--- src/hdl/nbli_pkg.sv ---
// nbli_pkg: shared types and constants for the nearest-bracket interpolator.
// No dependencies; used by nbli_fifo, nbli_engine and the top level.
`default_nettype none
package nbli_pkg;
	localparam logic FUNC_LOAD  = 1'b0;
	localparam logic FUNC_QUERY = 1'b1;

	localparam logic [1:0] ST_OK   = 2'd0;
	localparam logic [1:0] ST_SAT  = 2'd1;
	localparam logic [1:0] ST_SPAN = 2'd2;

	localparam logic [1:0] REG_TABLE_LENGTH = 2'd0;

	// one classified beat handed from front to back
	typedef struct packed {
		logic        func;
		logic [7:0]  entry_index;
		logic [31:0] x_value;
		logic [31:0] y_value;
	} item_t;
endpackage
`default_nettype wire

--- src/hdl/nbli_fifo.sv ---
// nbli_fifo: two-entry queue between the front (input) and the back (engine).
// Depends on nbli_pkg.
`default_nettype none
module nbli_fifo (
	input  wire logic            clk,
	input  wire logic            arst_n,
	input  wire logic            in_valid,
	output logic                 in_ready,
	input  wire nbli_pkg::item_t in_item,
	output logic                 out_valid,
	input  wire logic            out_ready,
	output nbli_pkg::item_t      out_item
);
	nbli_pkg::item_t mem_q [2];
	logic wp_q, rp_q;
	logic [1:0] cnt_q;

	assign in_ready  = (cnt_q != 2'd2);
	assign out_valid = (cnt_q != 2'd0);
	assign out_item  = mem_q[rp_q];

	// storage
	always_ff @(posedge clk) begin
		if (in_valid && in_ready) mem_q[wp_q] <= in_item;
	end

	// pointers and fill
	always_ff @(posedge clk or negedge arst_n) begin
		if (!arst_n) begin
			wp_q <= 1'b0; rp_q <= 1'b0; cnt_q <= 2'd0;
		end else begin
			if (in_valid && in_ready) wp_q <= ~wp_q;
			if (out_valid && out_ready) rp_q <= ~rp_q;
			cnt_q <= cnt_q + {1'b0, in_valid && in_ready} - {1'b0, out_valid && out_ready};
		end
	end
endmodule
`default_nettype wire

--- config.mk ---
export PLATFORM = sky130hd
export DESIGN_NAME = nbli_fifo
export DESIGN_NICKNAME = d
export VERILOG_FILES = /design/src/hdl/nbli_pkg.sv /design/src/hdl/nbli_fifo.sv
export SDC_FILE = /design/constraint.sdc
export NUM_CORES = 1
export LEC_CHECK = 0
export ABC_AREA = 1
export BUFFER_PORTS_ARGS = -buffer_cell sky130_fd_sc_hd__buf_2
export CAP_MARGIN = 15
export CORE_MARGIN = 3
export CORE_UTILIZATION = 47
export CTS_CLUSTER_DIAMETER = 100
export DETAILED_ROUTE_END_ITERATION = 7
export HOLD_SLACK_MARGIN = 0.05
export MAX_ROUTING_LAYER = met4
export PLACE_DENSITY = 0.76
export SLEW_MARGIN = 20
export SYNTH_ARGS = -nofsm -noshare
export SYNTH_HDL_FRONTEND = slang
export SYNTH_SLANG_ARGS = --single-unit
--- constraint.sdc ---
create_clock -name clk -period 4.3 [get_ports clk]
set_clock_uncertainty 0.2 [all_clocks]
set_input_delay 0.645 -clock clk [delete_from_list [all_inputs] [get_ports clk]]
set_output_delay 0.645 -clock clk [all_outputs]
set_load 0.05 [all_outputs]
# Yosys cells after proc, flatten, opt, wreduce, memory -nomap -nowiden
# Memory sizes are Yosys's and may differ from the RTL's.
# Cells that the tools add are included.
totals:
  ff_bits: 4
  ram_bits: 146
  inputBits: 77
  out_inout_bits: 75
  word_cells: 14
  n_memories: 1
mem_list:
  columns: ["memory", "depth", "width", "rd", "rd_ports_with_merged_regs", "write_ports", "line", "source"]
  rows:
  - ["mem_q", 2, 73, 1, 0, 1, "nbli_fifo.sv:14", "nbli_pkg::item_t mem_q [2];"]
classes:
  n_addsub: 2
  eq_ne: 1
  n_mux: 2
  n_bitwise: 2
  reduce_logical: 3
ops:
  columns: ["op", "n"]
  rows:
  - ["adder 2 x 1 -> 2 bit", 1]
  - ["logical AND 1 bit", 2]
  - ["two-way mux 1 bit", 2]
  - ["!= test 2 bit (second input constant)", 1]
  - ["inverter 1 bit", 2]
  - ["nonzero test 2 bit", 1]
  - ["subtractor 2 x 1 -> 2 bit", 1]

# Logic depth before layout (Yosys ltp)
depth:
  word_depth: 4
  mapped_depth: 10
  mapped_depth_nobuf: 10

# Worst setup path after synthesis
# No wires, ideal clock.
synth_path:
  path_type: "register to register"
  from: "register cnt_q[1]"
  to: "memory mem_q[1][0] (netlist bit), enable pin"
  setup_time_ns: 0.505
  arrival_ns: 4.000
  required_ns: 3.595
  slack_ns: -0.405
  path_stages_with_launch: 4
  n_path_buf: 0
  period_less_slack_ns: 4.705
  path_cell_list: "dfrtp_1 > nand2_1 > nand2_1 > nor2_1"
synth_between:
  elab_chain_len: 4
synth_lines:
  columns: ["element", "line", "source"]
  rows:
  - ["start, declared", "nbli_fifo.sv:16", "logic [1:0] cnt_q;"]
  - ["start signal, assigned", "nbli_fifo.sv:34", "cnt_q <= cnt_q + {1'b0, in_valid && in_ready} - {1'b0, out_valid && out_ready};"]
  - ["!= test 2 bit", "nbli_fifo.sv:18", "assign in_ready = (cnt_q != 2'd2);"]
  - ["net in_ready", "nbli_fifo.sv:8", "output logic in_ready,"]
  - ["logical AND 1 bit", "nbli_fifo.sv:24", "if (in_valid && in_ready) mem_q[wp_q] <= in_item;"]
  - ["two-way mux 1 bit", "nbli_fifo.sv:24", null]
  - ["two-way mux 1 bit (implied by the code)", "nbli_fifo.sv:24", null]
  - ["end, declared", "nbli_fifo.sv:14", null]
# The timed path passes the listed nets, and every way through them passes these cells.

==> impl_results.md <==
- Status: complete, no violations
- GP Congestion: 0.758
- Fillers: 897
- Post-Synthesis Cells: 413
- Utilization after layout: 61.0%
- First-pass iteration count of the detailed router: 4
- Hold wc startpoint: in_item[19]
- Startpoint Class: register
- Setup Fix Bufs, Post-CTS: 0
- Most common cell in the synthesized netlist: nand2_1
- Reg area: 4490 um^2
- Hold path cells: 1
- #FFs+latches synth: 150
- Die ar.: 13200 um^2
- Worst Reg-to-Reg Cells: 5
- Iteration-0 DRC Markers: 203
- Ys async rst share: 2.67%
- Vias in the first global route: 3450
- Worst r2r dst: mem_q[0][12]
- Avg WL per Cell: 14.2 um
- Post-Syn Area: 5570 um^2
- H-tree depth: 4
- Root buf cell: clkbuf_16
- Synth top area share: 78.7%
- Die Ht: 115 um
- Area contributors post-synth: edfxtp_1 (79%), nand2_1 (16%), dfrtp_1 (1.8%), buf_6 (1.2%), buf_4 (1.1%)
- Core ar.: 11500 um^2
- Clk slew on worst S/H paths: 60 ps
- Clock sink count: 150
- Syn_area_per_cell: 13.5 um^2
- CTS buffer count: 17
- Die W: 115 um
- Most used DFF post-synth: edfxtp_1
- Starting Density: 48.4%
- Worst Path Max Fanout: 45
- Internal reg-to-reg setup slack: 1940 ps
- GRT Util Overall: 16.8%
- MaxCap Viol Count: 0
- Clock Path Buffers: 2
- Post-DR vias/cell: 4.74
- Hold Path End: mem_q[0][19]
- Final wirelength: 10300 um
- Slew headroom: 38.3%
- Post-route clock period utilization: 72.4%
- Share of post-route cells with drive strength above 1: 32.3%
- Register area share after synthesis: 80.5%
- Area delta synth->final: 26.2%
- Warnings from Yosys: 0
- Global-route wire length before repair: 16200 um
- Hold Path Class: primary input to register
- Area of the multi-input gates: 922 um^2
- Clock Latency Late Sink: 410 ps
- Post-cts sizing count: 0
- Antenna Cells: 0
- Synth cell count leaders: nand2_1 (232), edfxtp_1 (146), buf_4 (8), inv_1 (8), buf_6 (6)
- Synth cell types: 11
- Layout Nets: 652
- Max Transition Viols Final: 0
- Cell taking the most area after synthesis: edfxtp_1
- Residual overflow from global routing: 0
- # IOs: 152
- RSZ-0062 raised after global routing: no
- Measured slew at the worst slew-check pin: 923 ps
- Synthesized Nets: 492
- Required time worst endpoint: 3450 ps
- Worst r2r src: cnt_q[0]
- CTS tree: built
- Antenna Violating Nets Remaining: 0
- Worst Path Arrival: 2270 ps
- Crit path kind: register to primary output
- Crit path from: rp_q
- Post-synth EDFFs: 146
- Detail Placement HPWL: 6740 um
- Max Fclk: 0.321 GHz
- PortBufs: 151
- Critical Path Sink Type: primary output
- Setup TNS: 0 ps
- Largest net degree at the start of global routing: 75
- Period minus WS final: 3110 ps
- Remaining DRCs: 0
- Final Hold Viols: 0
- Antenna violations before repair: 0
- # rows: 39
- Final setup violation count: 0
- Vias: 3455
==> logic make-up after synthesis <==
group,count (synthesis),synth area share [%]
buffers and inverters,25,3.08
and+or+nand+nor,236,16.0
adders and majority gates,2,0.449
DFF,150,80.5
==> worst max-delay path, cell delays in order (launching register included) <==
cell and delay (ps):
dfrtp_2 400, inv_2 560, buf_4 420, nand2_1 100
nand2_1 90, buf_2 270
==> placed cells by master, fill, tap and decap left out, drive strengths merged <==
master and instances:
buf 156, bufinv 3, clkbuf 19, clkinv 5, clkinvlp 6, dfrtp 4
dlygate4sd3 1, edfxtp 146, ha 2, inv 8, nand2 232, nand3 3
nor2 1
==> worst max-delay path by stage <==
stage / end / slack (ps) / depth (start not counted)
finish: out_item[46] / 1190 / 5
global route: out_item[46] / 990 / 5
CTS: out_item[46] / 1120 / 5
detailed placement: out_item[46] / 1570 / 5
global placement: out_item[60] / 1630 / 5
floorplan: mem_q[1][0] / 810 / 3
==> through the flow <==
step | worst slack, ps | hold WS, ps | area, um^2 | std cells
after floorplan | 806 | 149 | 5570 | 413
after global placement | 1630 | 252 | 6430 | 696
after detailed placement | 1570 | 258 | 6430 | 696
after CTS | 1120 | 197 | 7030 | 729
after global routing | 989 | 196 | 7030 | 729
final | 1190 | 219 | 7030 | 729
==> final cells by class <==
class,instances,share of cell area [%]
clock buffer,19,6.16
tap,143,2.55
timing repair buffer,157,11.6
sequential,150,63.8
clock inverter,13,2.24
multi-input combinational,238,13.1
inverter,9,0.498
==> registers in the layout, summed over array words and instances, names as in the netlist <==
signal	cells
mem_q	146
rp_q	1
cnt_q	2
wp_q	1
==> per-layer routing <==
| metal | wire (um) | vias to the layer above | part of all wire (%) | track usage, % |
|---|---|---|---|---|
| met5 | 0 | - | 0 | - |
| met4 | 161 | 0 | 1.6 | 7.59 |
| met3 | 729 | 16 | 7.1 | 5.53 |
| met2 | 5050 | 115 | 49 | 26.3 |
| met1 | 4400 | 1617 | 43 | 20.0 |
| li1 | - | 1707 | - | - |
==> timing repair <==
action | in CTS | in global routing
endpoints found under the setup margin | 0 | 0
hold endpoints to repair | 4 | 0
hold buffers | 1 | 0
Power is left out: the tool's default activity adds up to more than one toggle a clock period on the data nets, which glitch-free logic cannot reach.
